==> src/hw/rtl/b32d_pkg.sv <==
package b32d_pkg;

   localparam logic [7:0] PAD_CHAR     = 8'h3D;
   localparam logic [7:0] UPPER_FIRST  = 8'h41;
   localparam logic [7:0] UPPER_LAST   = 8'h5A;
   localparam logic [7:0] LOWER_FIRST  = 8'h61;
   localparam logic [7:0] LOWER_LAST   = 8'h7A;
   localparam logic [7:0] DIGIT_FIRST  = 8'h32;
   localparam logic [7:0] DIGIT_LAST   = 8'h37;
   localparam logic [7:0] DIGIT_OFFSET = 8'd26;

   localparam int unsigned BUF_W   = 7;
   localparam int unsigned CNT_W   = 3;
   localparam int unsigned PADC_W  = 4;
   localparam logic [PADC_W-1:0] PAD_MAX = 4'd8;

   typedef enum logic [2:0] {
      STATUS_OK       = 3'd0,
      STATUS_BAD_PAD  = 3'd1,
      STATUS_BAD_LEN  = 3'd2,
      STATUS_BAD_CHAR = 3'd3,
      STATUS_BAD_TAIL = 3'd4
   } status_type;

   typedef struct packed {
      logic [7:0] char_code;
      logic       has_char;
      logic       end_of_string;
   } req_payload_type;

   typedef struct packed {
      logic [7:0] data_byte;
      logic       byte_valid;
      logic       done_res;
      status_type status;
   } rsp_payload_type;

   typedef struct packed {
      logic       is_pad;
      logic       is_symbol;
      logic [4:0] symbol;
   } sym_info_type;

endpackage

==> src/hw/rtl/base32_stream_decoder_unit.sv <==
// Streaming base32 decoder: one ASCII character per item, either letter case,
// padded or unpadded, with end_of_string on the final item. Decoded bytes
// appear as soon as eight bits have gathered, before the string's status is
// known, so discard them if the final result carries a nonzero status. The
// block takes one item per clock cycle while req_stall is low, and registers
// each result in a result register with a one-entry skid stage, which lets
// items keep flowing while a result waits; req_stall rises only while the
// skid entry is occupied.
module base32_stream_decoder_unit
   import b32d_pkg::*;
(
   input  logic            clock,
   input  logic            reset,
   input  logic            req_valid,
   output logic            req_stall,
   input  req_payload_type req_payload,
   output logic            rsp_valid,
   input  logic            rsp_stall,
   output rsp_payload_type rsp_payload
);

   logic [BUF_W-1:0]  buf_ff, buf_in;
   logic [CNT_W-1:0]  cnt_ff, cnt_in;
   logic [2:0]        dc_ff, dc_in;
   logic [PADC_W-1:0] padc_ff, padc_in;
   logic              seen_ff, seen_in;
   logic              pad_err_ff, pad_err_in;
   logic              char_err_ff, char_err_in;

   logic            out_valid_ff, out_valid_in;
   rsp_payload_type out_ff, out_in;
   logic            skid_valid_ff, skid_valid_in;
   rsp_payload_type skid_ff, skid_in;

   sym_info_type    info;
   logic            accept;
   logic            out_take;
   logic            produce;
   rsp_payload_type result;

   logic [11:0]       combined;
   logic [11:0]       shifted;
   logic [CNT_W-1:0]  shift_n;
   logic [7:0]        mask;
   logic [4:0]        pad_sum;
   logic              byte_ok;
   logic [7:0]        byte_val;

   b32d_symbol_map u_symbol_map (
      .char_code (req_payload.char_code),
      .info      (info)
   );

   assign accept   = req_valid && !req_stall;
   assign out_take = out_valid_ff && !rsp_stall;

   always_comb begin
      buf_in      = buf_ff;
      cnt_in      = cnt_ff;
      dc_in       = dc_ff;
      padc_in     = padc_ff;
      seen_in     = seen_ff;
      pad_err_in  = pad_err_ff;
      char_err_in = char_err_ff;
      byte_ok     = 1'b0;
      byte_val    = 8'd0;
      combined    = {buf_ff, info.symbol};
      shift_n     = cnt_ff - 3'd3;
      shifted     = combined >> shift_n;
      mask        = (8'd1 << (cnt_ff + 3'd5)) - 8'd1;
      if (req_payload.has_char) begin
         if (info.is_pad) begin
            seen_in = 1'b1;
            if (padc_ff < PAD_MAX) begin
               padc_in = padc_ff + 4'd1;
            end
         end else if (seen_ff) begin
            pad_err_in = 1'b1;
         end else begin
            if (!info.is_symbol) begin
               char_err_in = 1'b1;
            end
            dc_in  = dc_ff + 3'd1;
            cnt_in = cnt_ff + 3'd5;
            buf_in = combined[BUF_W-1:0] & mask[BUF_W-1:0];
            if (cnt_ff >= 3'd3) begin
               byte_ok  = 1'b1;
               byte_val = shifted[7:0];
            end
         end
      end

      pad_sum           = {2'b00, dc_in} + {1'b0, padc_in};
      result.data_byte  = byte_val;
      result.byte_valid = byte_ok;
      result.done_res   = req_payload.end_of_string;
      result.status     = STATUS_OK;
      if (req_payload.end_of_string) begin
         if (pad_err_in || (seen_in && (dc_in == 3'd0 || pad_sum != 5'd8))) begin
            result.status = STATUS_BAD_PAD;
         end else if (dc_in == 3'd1 || dc_in == 3'd3 || dc_in == 3'd6) begin
            result.status = STATUS_BAD_LEN;
         end else if (char_err_in) begin
            result.status = STATUS_BAD_CHAR;
         end else if (buf_in != '0) begin
            result.status = STATUS_BAD_TAIL;
         end
      end
      produce = accept && (byte_ok || req_payload.end_of_string);
   end

   always_comb begin
      out_valid_in  = out_valid_ff;
      out_in        = out_ff;
      skid_valid_in = skid_valid_ff;
      skid_in       = skid_ff;
      if (skid_valid_ff) begin
         if (out_take) begin
            out_in        = skid_ff;
            skid_valid_in = 1'b0;
         end
      end else if (produce) begin
         if (!out_valid_ff || out_take) begin
            out_in       = result;
            out_valid_in = 1'b1;
         end else begin
            skid_in       = result;
            skid_valid_in = 1'b1;
         end
      end else if (out_take) begin
         out_valid_in = 1'b0;
      end
   end

   always_ff @(posedge clock) begin
      out_ff  <= out_in;
      skid_ff <= skid_in;
      if (reset) begin
         out_valid_ff  <= 1'b0;
         skid_valid_ff <= 1'b0;
      end else begin
         out_valid_ff  <= out_valid_in;
         skid_valid_ff <= skid_valid_in;
      end
   end

   always_ff @(posedge clock) begin
      if (reset || (accept && req_payload.end_of_string)) begin
         buf_ff      <= '0;
         cnt_ff      <= '0;
         dc_ff       <= '0;
         padc_ff     <= '0;
         seen_ff     <= 1'b0;
         pad_err_ff  <= 1'b0;
         char_err_ff <= 1'b0;
      end else if (accept) begin
         buf_ff      <= buf_in;
         cnt_ff      <= cnt_in;
         dc_ff       <= dc_in;
         padc_ff     <= padc_in;
         seen_ff     <= seen_in;
         pad_err_ff  <= pad_err_in;
         char_err_ff <= char_err_in;
      end
   end

   assign req_stall   = skid_valid_ff;
   assign rsp_valid   = out_valid_ff;
   assign rsp_payload = out_ff;

endmodule

==> src/hw/rtl/b32d_symbol_map.sv <==
module b32d_symbol_map
   import b32d_pkg::*;
(
   input  logic [7:0]   char_code,
   output sym_info_type info
);

   logic [7:0] upper_off;
   logic [7:0] lower_off;
   logic [7:0] digit_off;

   assign upper_off = char_code - UPPER_FIRST;
   assign lower_off = char_code - LOWER_FIRST;
   assign digit_off = char_code - DIGIT_FIRST + DIGIT_OFFSET;

   always_comb begin
      info.is_pad    = (char_code == PAD_CHAR);
      info.is_symbol = 1'b1;
      info.symbol    = 5'd0;
      if (char_code >= UPPER_FIRST && char_code <= UPPER_LAST) begin
         info.symbol = upper_off[4:0];
      end else if (char_code >= LOWER_FIRST && char_code <= LOWER_LAST) begin
         info.symbol = lower_off[4:0];
      end else if (char_code >= DIGIT_FIRST && char_code <= DIGIT_LAST) begin
         info.symbol = digit_off[4:0];
      end else begin
         info.is_symbol = 1'b0;
      end
   end

endmodule

==> config.mk <==
export PLATFORM = sky130hd
export DESIGN_NAME = base32_stream_decoder_unit
export DESIGN_NICKNAME = d
export VERILOG_FILES = /design/src/hw/rtl/b32d_pkg.sv /design/src/hw/rtl/base32_stream_decoder_unit.sv /design/src/hw/rtl/b32d_symbol_map.sv
export SDC_FILE = /design/constraint.sdc
export NUM_CORES = 1
export LEC_CHECK = 0
export ABC_AREA = 0
export ABC_CLOCK_PERIOD_IN_PS = 4330
export BUFFER_PORTS_ARGS = -buffer_cell sky130_fd_sc_hd__buf_4
export CORE_MARGIN = 2
export CORE_UTILIZATION = 28
export CTS_BUF_LIST = sky130_fd_sc_hd__clkbuf_16
export CTS_CLUSTER_DIAMETER = 200
export DETAILED_ROUTE_END_ITERATION = 10
export GPL_TIMING_DRIVEN = 0
export PLACE_DENSITY_LB_ADDON = 0.08
export REMOVE_ABC_BUFFERS = 1
export SLEW_MARGIN = 10
export SYNTH_ARGS = -nofsm -noshare
export SYNTH_HDL_FRONTEND = slang
export SYNTH_SLANG_ARGS = --single-unit
==> constraint.sdc <==
create_clock -name clock -period 4.33 [get_ports clock]
set_clock_uncertainty 0.2 [all_clocks]
set_input_delay 0.2165 -clock clock [delete_from_list [all_inputs] [get_ports clock]]
set_output_delay 0.2165 -clock clock [all_outputs]
set_load 0.01 [all_outputs]
==> flow_summary.toml, run 1 <==
[outcome]
run_status = "finished, final reports clean"

[worst_setup_path]
cp_max_fo = 6
cp-end-kind = "flip-flop"
crit_type = "in -> reg"
r2r_end = "rsp_payload[2]$_DFFE_PP_"
r2r_cells = 11
critPathLaunchType = "input pin"
data_required_critical_path_ns = 4.30
setup.reg_to_reg.worst_slack_ns = 0.47
crit_arrival_ns = 3.93
reg2reg_from = "cnt_ff[0]$_SDFFE_PP0P_"

[floorplanning]
die_area_um2 = 12500
boundaryPins = 29
die-width_um = 112
vertical_die_dimension_um = 112
initial_utilization_pct = 28.5
design.core.area_um2 = 11400
placement_rows = 39

[synth]
ys_seq_area_share_pct = 37.7
post_synth_most_frequent_cells = "51 x sky130_fd_sc_hd__nor2_1, 26 x sky130_fd_sc_hd__edfxtp_1, 25 x sky130_fd_sc_hd__nand2_1, 22 x sky130_fd_sc_hd__a21oi_1, 22 x sky130_fd_sc_hd__dfxtp_1"
yosys_warnings = 0
synth_top_area_share_pct = 24.1
synth.cell_area_um2 = 3240
yosysTopAreaCell = "sky130_fd_sc_hd__edfxtp_1"
area_contributors_post_synth = "sky130_fd_sc_hd__edfxtp_1 24%, sky130_fd_sc_hd__dfxtp_1 14%, sky130_fd_sc_hd__ha_1 6.6%"
leading_cell_type_by_number_of_instances_after_synthesis = "sky130_fd_sc_hd__nor2_1"
synth-edff-count = 26
number_of_instances_in_the_synthesized_netlist = 351
synth.ff_latch_count = 48
async_reset_ff_share_pct = 0
synthDistinctLibCells = 69
synth-main-ff-cell = "sky130_fd_sc_hd__edfxtp_1"
synthesis.area_per_instance_um2 = 9.24

[cells_and_area]
fraction_of_layout_cells_with_a_size_suffix_above_1_pct = 16.6
num_antenna_cells = 0
area_growth_syn_to_layout_pct = 14.8
final_nets = 405
final-instance-count-excl-fill = 517

[grt]
grt_pass1_vias = 2478
grt_pass1_wl_mm = 13.2
grt_max_degree = 26
globalRouteTotalUtil_pct = 13.4
grt_antenna_before_repair = 0
grt_overflow = 0

[worst_hold_path]
hold_end = "req_stall$_SDFF_PP0_"
worst_hold_path_type = "in -> reg"
timing.hold.worst_path_depth = 3
min_from = "rsp_stall"

[sta]
post-route-worst-setup-slack_ns = 0.363
slew_viol_final = 0
rsz0062_at_grt = "false"
max_clock_freq_mhz = 252
post-route-period-util_pct = 91.6
timing_worst_slew_pin_value_ns = 1.04
totalNegativeSetupSlack_ns = 0
worst_slew_margin_rel_pct = 30.3
final-hold-violation-count = 0
post-route-min-period_ns = 3.97
finalSetupViolCount = 0

[clock_network]
clk_transition_reported_paths_ns = 0.06
worst_skew_pair.late_latency_ns = 0.30
cts_sinks = 48
clockBufferDepth = 2
clock-root-buffer = "sky130_fd_sc_hd__clkbuf_16"
cts_tree = "yes"
htree_num_levels = 2
numCtsBuffers = 5

[power]
leak_uw = 0.00146
power.density_cell_area_nw_per_um2 = 285
peakVddDrop_mv = 0.173

[place]
post-dp-hpwl_mm = 5.77
dpl.cell_count = 506
port_buffers = 28
finalWeightedCongestion = 0.808
preCtsSetupSlack_ns = -0.0389

[detailed_routing]
vias = 2580
postRouteAntennaNets = 0
wl_per_cell_um = 15.3
detail_route.vias_per_cell = 4.99
initialDrtViolationCount = 132
drt_first_pass_iters = 5
route.final.wire_length_mm = 7.90
drc = 0

[flow_run]
drv_cap = 0
==> flip-flops by register name, summed over array words and instances (netlist names), 3 cells and up <==
register / cells
padc_ff: 4
cnt_ff: 3
buf_ff: 7
dc_ff: 3
skid_ff: 13
rsp_payload: 13
==> critical path, stage by stage <==
cell and delay [ns]:
sky130_fd_sc_hd__buf_4 0.12, sky130_fd_sc_hd__or3b_1 0.52, sky130_fd_sc_hd__nor2_2 0.22, sky130_fd_sc_hd__nand2_1 0.14, sky130_fd_sc_hd__nor2_1 0.19, sky130_fd_sc_hd__xor2_1 0.17
sky130_fd_sc_hd__ha_1 0.18, sky130_fd_sc_hd__inv_1 0.05, sky130_fd_sc_hd__fa_1 0.48, sky130_fd_sc_hd__nor4b_1 0.25, sky130_fd_sc_hd__a22oi_1 0.11, sky130_fd_sc_hd__a211oi_1 0.24
sky130_fd_sc_hd__o21ai_2 0.12, sky130_fd_sc_hd__a211o_1 0.30, sky130_fd_sc_hd__a21oi_1 0.15, sky130_fd_sc_hd__a21boi_1 0.27, sky130_fd_sc_hd__mux2_2 0.20
==> how the worst max path moves through the flow <==
stage	startpoint	to	slack (ns)	cells after the start
2_1_floorplan	req_payload[9]	rsp_payload[1]$_DFFE_PP_	0.62	16
3_3_place_gp	req_payload[3]	rsp_payload[1]$_DFFE_PP_	0.0004	19
3_5_place_dp	req_payload[3]	rsp_payload[1]$_DFFE_PP_	-0.04	19
4_1_cts	req_payload[3]	rsp_payload[1]$_DFFE_PP_	0.28	19
5_1_grt	req_payload[9]	rsp_payload[1]$_DFFE_PP_	0.01	17
6_report	req_payload[9]	rsp_payload[1]$_DFFE_PP_	0.36	17
==> placed cells by master, fill, tap and decap left out, types with 3 or more instances in the layout <==
cell,count
sky130_fd_sc_hd__nand2b_1,6
sky130_fd_sc_hd__edfxtp_1,26
sky130_fd_sc_hd__nor3b_1,4
sky130_fd_sc_hd__o21ai_0,8
sky130_fd_sc_hd__dfxtp_1,22
sky130_fd_sc_hd__buf_4,30
sky130_fd_sc_hd__mux2_2,10
sky130_fd_sc_hd__a211oi_1,9
sky130_fd_sc_hd__a22oi_1,3
sky130_fd_sc_hd__mux2i_1,11
sky130_fd_sc_hd__a31oi_1,5
sky130_fd_sc_hd__clkbuf_16,5
sky130_fd_sc_hd__nand3_1,7
sky130_fd_sc_hd__nor4_1,3
sky130_fd_sc_hd__and3_1,4
sky130_fd_sc_hd__nand2_1,25
sky130_fd_sc_hd__a21o_1,4
sky130_fd_sc_hd__o31ai_1,5
sky130_fd_sc_hd__nor3_1,8
sky130_fd_sc_hd__a211o_1,3
sky130_fd_sc_hd__a21oi_1,22
sky130_fd_sc_hd__xnor2_1,6
sky130_fd_sc_hd__o21a_1,4
sky130_fd_sc_hd__inv_1,13
sky130_fd_sc_hd__nor2b_1,3
sky130_fd_sc_hd__ha_1,17
sky130_fd_sc_hd__xor2_1,8
sky130_fd_sc_hd__nor2_1,50
==> cell type report <==
cell class | instances | area (um2)
Clock buffer | 5 | 125
Clock inverter | 3 | 15.0
Fill cell | 1218 | 7650
Inverter | 15 | 56.3
Multi-Input combinational cell | 271 | 1880
Sequential cell | 48 | 1220
Tap cell | 143 | 179
Timing Repair Buffer | 32 | 245
==> per-layer routing <==
metal / wire length, um / share of wire (%) / GRT usage [%] / up-vias
li1: - / - / - / 1330
met1: 4070 / 52 / 18.7 / 1211
met2: 3480 / 44 / 20.2 / 32
met3: 227 / 2.9 / 2.67 / 7
met4: 115 / 1.5 / 5.19 / 0
met5: 0 / 0 / 0 / -
==> power breakdown <==
part / switching (uW) / leakage, uW / total (uW) / internal (uW)
sequential: 12.9 / 0.000439 / 504 / 491
clock: 174 / 0.0000687 / 384 / 210
combinational: 99.6 / 0.000948 / 171 / 70.9
==> what timing repair did <==
| action | in CTS | in global routing |
|---|---|---|
| buffers inserted | 0 | 1 |
| setup endpoints to repair | 0 | 2 |
| endpoints found under the hold margin | 3 | 0 |
| hold buffers | 2 | 0 |
| gates resized for setup | 0 | 1 |
==> through the flow <==
step / power, uW / util [%] / area [um2] / hold slack (ns)
after floorplan: 622 / - / 3160 / 0.0856
after global placement: 684 / 31.2 / 3540 / 0.208
after detailed placement: 685 / 31.2 / 3550 / 0.205
after CTS: 1080 / 32.7 / 3710 / 0.0348
after global routing: 1120 / 32.7 / 3720 / 0.0659
final: 1060 / 32.7 / 3720 / 0.0418
==> cells by family after synthesis <==
group | count (synthesis) | synth area share (%)
simple gates | 131 | 20.3
compound gates | 85 | 18.8
flops | 48 | 37.7
buf+inv | 32 | 4.44
mux | 23 | 7.91
fa+ha+maj | 18 | 7.18
xor+xnor | 14 | 3.78
Power figures use the tool's default switching activity.
==> run 2, diff against run 1 <==
--- a/config.mk
+++ b/config.mk
@@ -8,6 +8,8 @@
 export ABC_AREA = 0
 export ABC_CLOCK_PERIOD_IN_PS = 4330
 export BUFFER_PORTS_ARGS = -buffer_cell sky130_fd_sc_hd__buf_4
+export CELL_PAD_IN_SITES_DETAIL_PLACEMENT = 1
+export CELL_PAD_IN_SITES_GLOBAL_PLACEMENT = 2
 export CORE_MARGIN = 2
 export CORE_UTILIZATION = 28
 export CTS_BUF_LIST = sky130_fd_sc_hd__clkbuf_16
==> run 2 against run 1 <==
Non-clock buffer count stayed put. Combinational power hardly changed. First-iteration DRC count is 11% lower. Register-to-register slack better by 0.05 ns. Sequential share of layout area is 0.077 points lower. Maximum frequency is 0.62% lower. Count of clock-buffer cells in the layout stayed put. Largest power group unchanged.
==> flow_summary.toml, run 2 (synthesized netlist as in run 1, its figures left out) <==
[floorplanning]
placement_rows = 39
die-width_um = 112
design.core.area_um2 = 11400
die_area_um2 = 12500
boundaryPins = 29
initial_utilization_pct = 28.5
vertical_die_dimension_um = 112

[clock_network]
clock-root-buffer = "sky130_fd_sc_hd__clkbuf_16"
cts_tree = "yes"
clockBufferDepth = 2
worst_skew_pair.late_latency_ns = 0.29
clk_transition_reported_paths_ns = 0.07
htree_num_levels = 2
cts_sinks = 48
numCtsBuffers = 5

[sta]
max_clock_freq_mhz = 251
post-route-period-util_pct = 92.2
totalNegativeSetupSlack_ns = 0
worst_slew_margin_rel_pct = 30.8
rsz0062_at_grt = "false"
final-hold-violation-count = 0
timing_worst_slew_pin_value_ns = 1.04
post-route-min-period_ns = 3.99
finalSetupViolCount = 0
slew_viol_final = 0
fin_hold_ws_ns = 0.0497

[detailed_routing]
route.final.wire_length_mm = 8.47
postRouteAntennaNets = 0
wl_per_cell_um = 16.4
vias = 2648
drt_first_pass_iters = 4
initialDrtViolationCount = 117
drc = 0
detail_route.vias_per_cell = 5.12

[power]
peakVddDrop_mv = 0.165
leak_uw = 0.00145
power.density_cell_area_nw_per_um2 = 286

[worst_setup_path]
critPathLaunchType = "input pin"
cp_max_fo = 6
cp-end-kind = "flip-flop"
crit_type = "in -> reg"
crit_arrival_ns = 3.95
data_required_critical_path_ns = 4.29

[worst_hold_path]
worst_hold_path_type = "in -> reg"

[grt]
grt_overflow = 0
grt_antenna_before_repair = 0
globalRouteTotalUtil_pct = 14.3
grt_pass1_vias = 2689
grt_pass1_wl_mm = 14.4
grt_max_degree = 26

[flow_run]
drv_cap = 0

[cells_and_area]
post_route_utilization_pct = 32.8
area_growth_syn_to_layout_pct = 15.0
num_antenna_cells = 0
final_cell_mix = "50 x sky130_fd_sc_hd__nor2_1, 30 x sky130_fd_sc_hd__buf_4, 26 x sky130_fd_sc_hd__edfxtp_1"
final_nets = 405
fraction_of_layout_cells_with_a_size_suffix_above_1_pct = 16.8
layout_commonest_cell = "sky130_fd_sc_hd__nor2_1"

[place]
post-dp-hpwl_mm = 6.33
port_buffers = 28
finalWeightedCongestion = 0.752

[outcome]
run_status = "finished, final reports clean"
-- run 2: where the power goes --
part	internal (uW)	switching [uW]	leakage, uW
Sequential	491	13.2	0.000439
Clock	212	176	0.0000635
Combinational	71.1	101	0.000949
Total	775	291	0.00145
-- run 2: what timing repair did --
item / CTS / global route
gates resized for setup: 0 / 2
hold buffers: 2 / 0
hold endpoints to repair: 3 / 0
buffers inserted: 0 / 1
endpoints found under the setup margin: 0 / 2
-- run 2: final cells by class --
cell class / instances / area [um2]
Clock buffer: 5 / 125
Clock inverter: 3 / 18.8
Fill cell: 1332 / 7640
Inverter: 15 / 56.3
Multi-Input combinational cell: 271 / 1890
Sequential cell: 48 / 1220
Tap cell: 143 / 179
Timing Repair Buffer: 32 / 245
-- run 2: stage by stage --
step	instances	setup slack, ns	total power, uW	cell area [um2]
4_1_cts	516	0.188	1090	3720
2_1_floorplan	334	0.623	622	3160
5_1_grt	517	0.0490	1120	3730
6_report	517	0.339	1070	3730
3_3_place_gp	505	-0.00892	685	3540
3_5_place_dp	506	-0.0936	689	3550
-- run 2: layer usage --
| metal | global-route usage (%) | wire, um |
|---|---|---|
| met4 | 3.70 | 64 |
| met2 | 22.0 | 3790 |
| met3 | 2.01 | 232 |
| met5 | 0 | 0 |
| met1 | 20.9 | 4380 |
-- run 2: worst max-delay path: stages --
cell and delay [ns]:
sky130_fd_sc_hd__buf_4 0.12, sky130_fd_sc_hd__or3b_1 0.54, sky130_fd_sc_hd__nor2_4 0.20, sky130_fd_sc_hd__nand2_1 0.12, sky130_fd_sc_hd__nor2_1 0.21, sky130_fd_sc_hd__xor2_1 0.20, sky130_fd_sc_hd__ha_1 0.19, sky130_fd_sc_hd__inv_1 0.06
sky130_fd_sc_hd__fa_1 0.49, sky130_fd_sc_hd__nor4b_1 0.24, sky130_fd_sc_hd__a22oi_1 0.10, sky130_fd_sc_hd__a211oi_1 0.24, sky130_fd_sc_hd__o21ai_2 0.11, sky130_fd_sc_hd__a211o_1 0.30, sky130_fd_sc_hd__a21oi_1 0.18, sky130_fd_sc_hd__a21boi_1 0.24
sky130_fd_sc_hd__mux2_2 0.18
-- run 2: worst paths after layout --
check	start	endpoint	slack [ns]	cells after the start
min reg2reg	cnt_ff[2]$_SDFFE_PP0P_	cnt_ff[2]$_SDFFE_PP0P_	0.30	2
min	rsp_stall	rsp_valid$_SDFFE_PP0P_	0.05	3
max reg2reg	cnt_ff[0]$_SDFFE_PP0P_	rsp_payload[2]$_DFFE_PP_	0.52	11
max	req_payload[9]	rsp_payload[1]$_DFFE_PP_	0.34	17
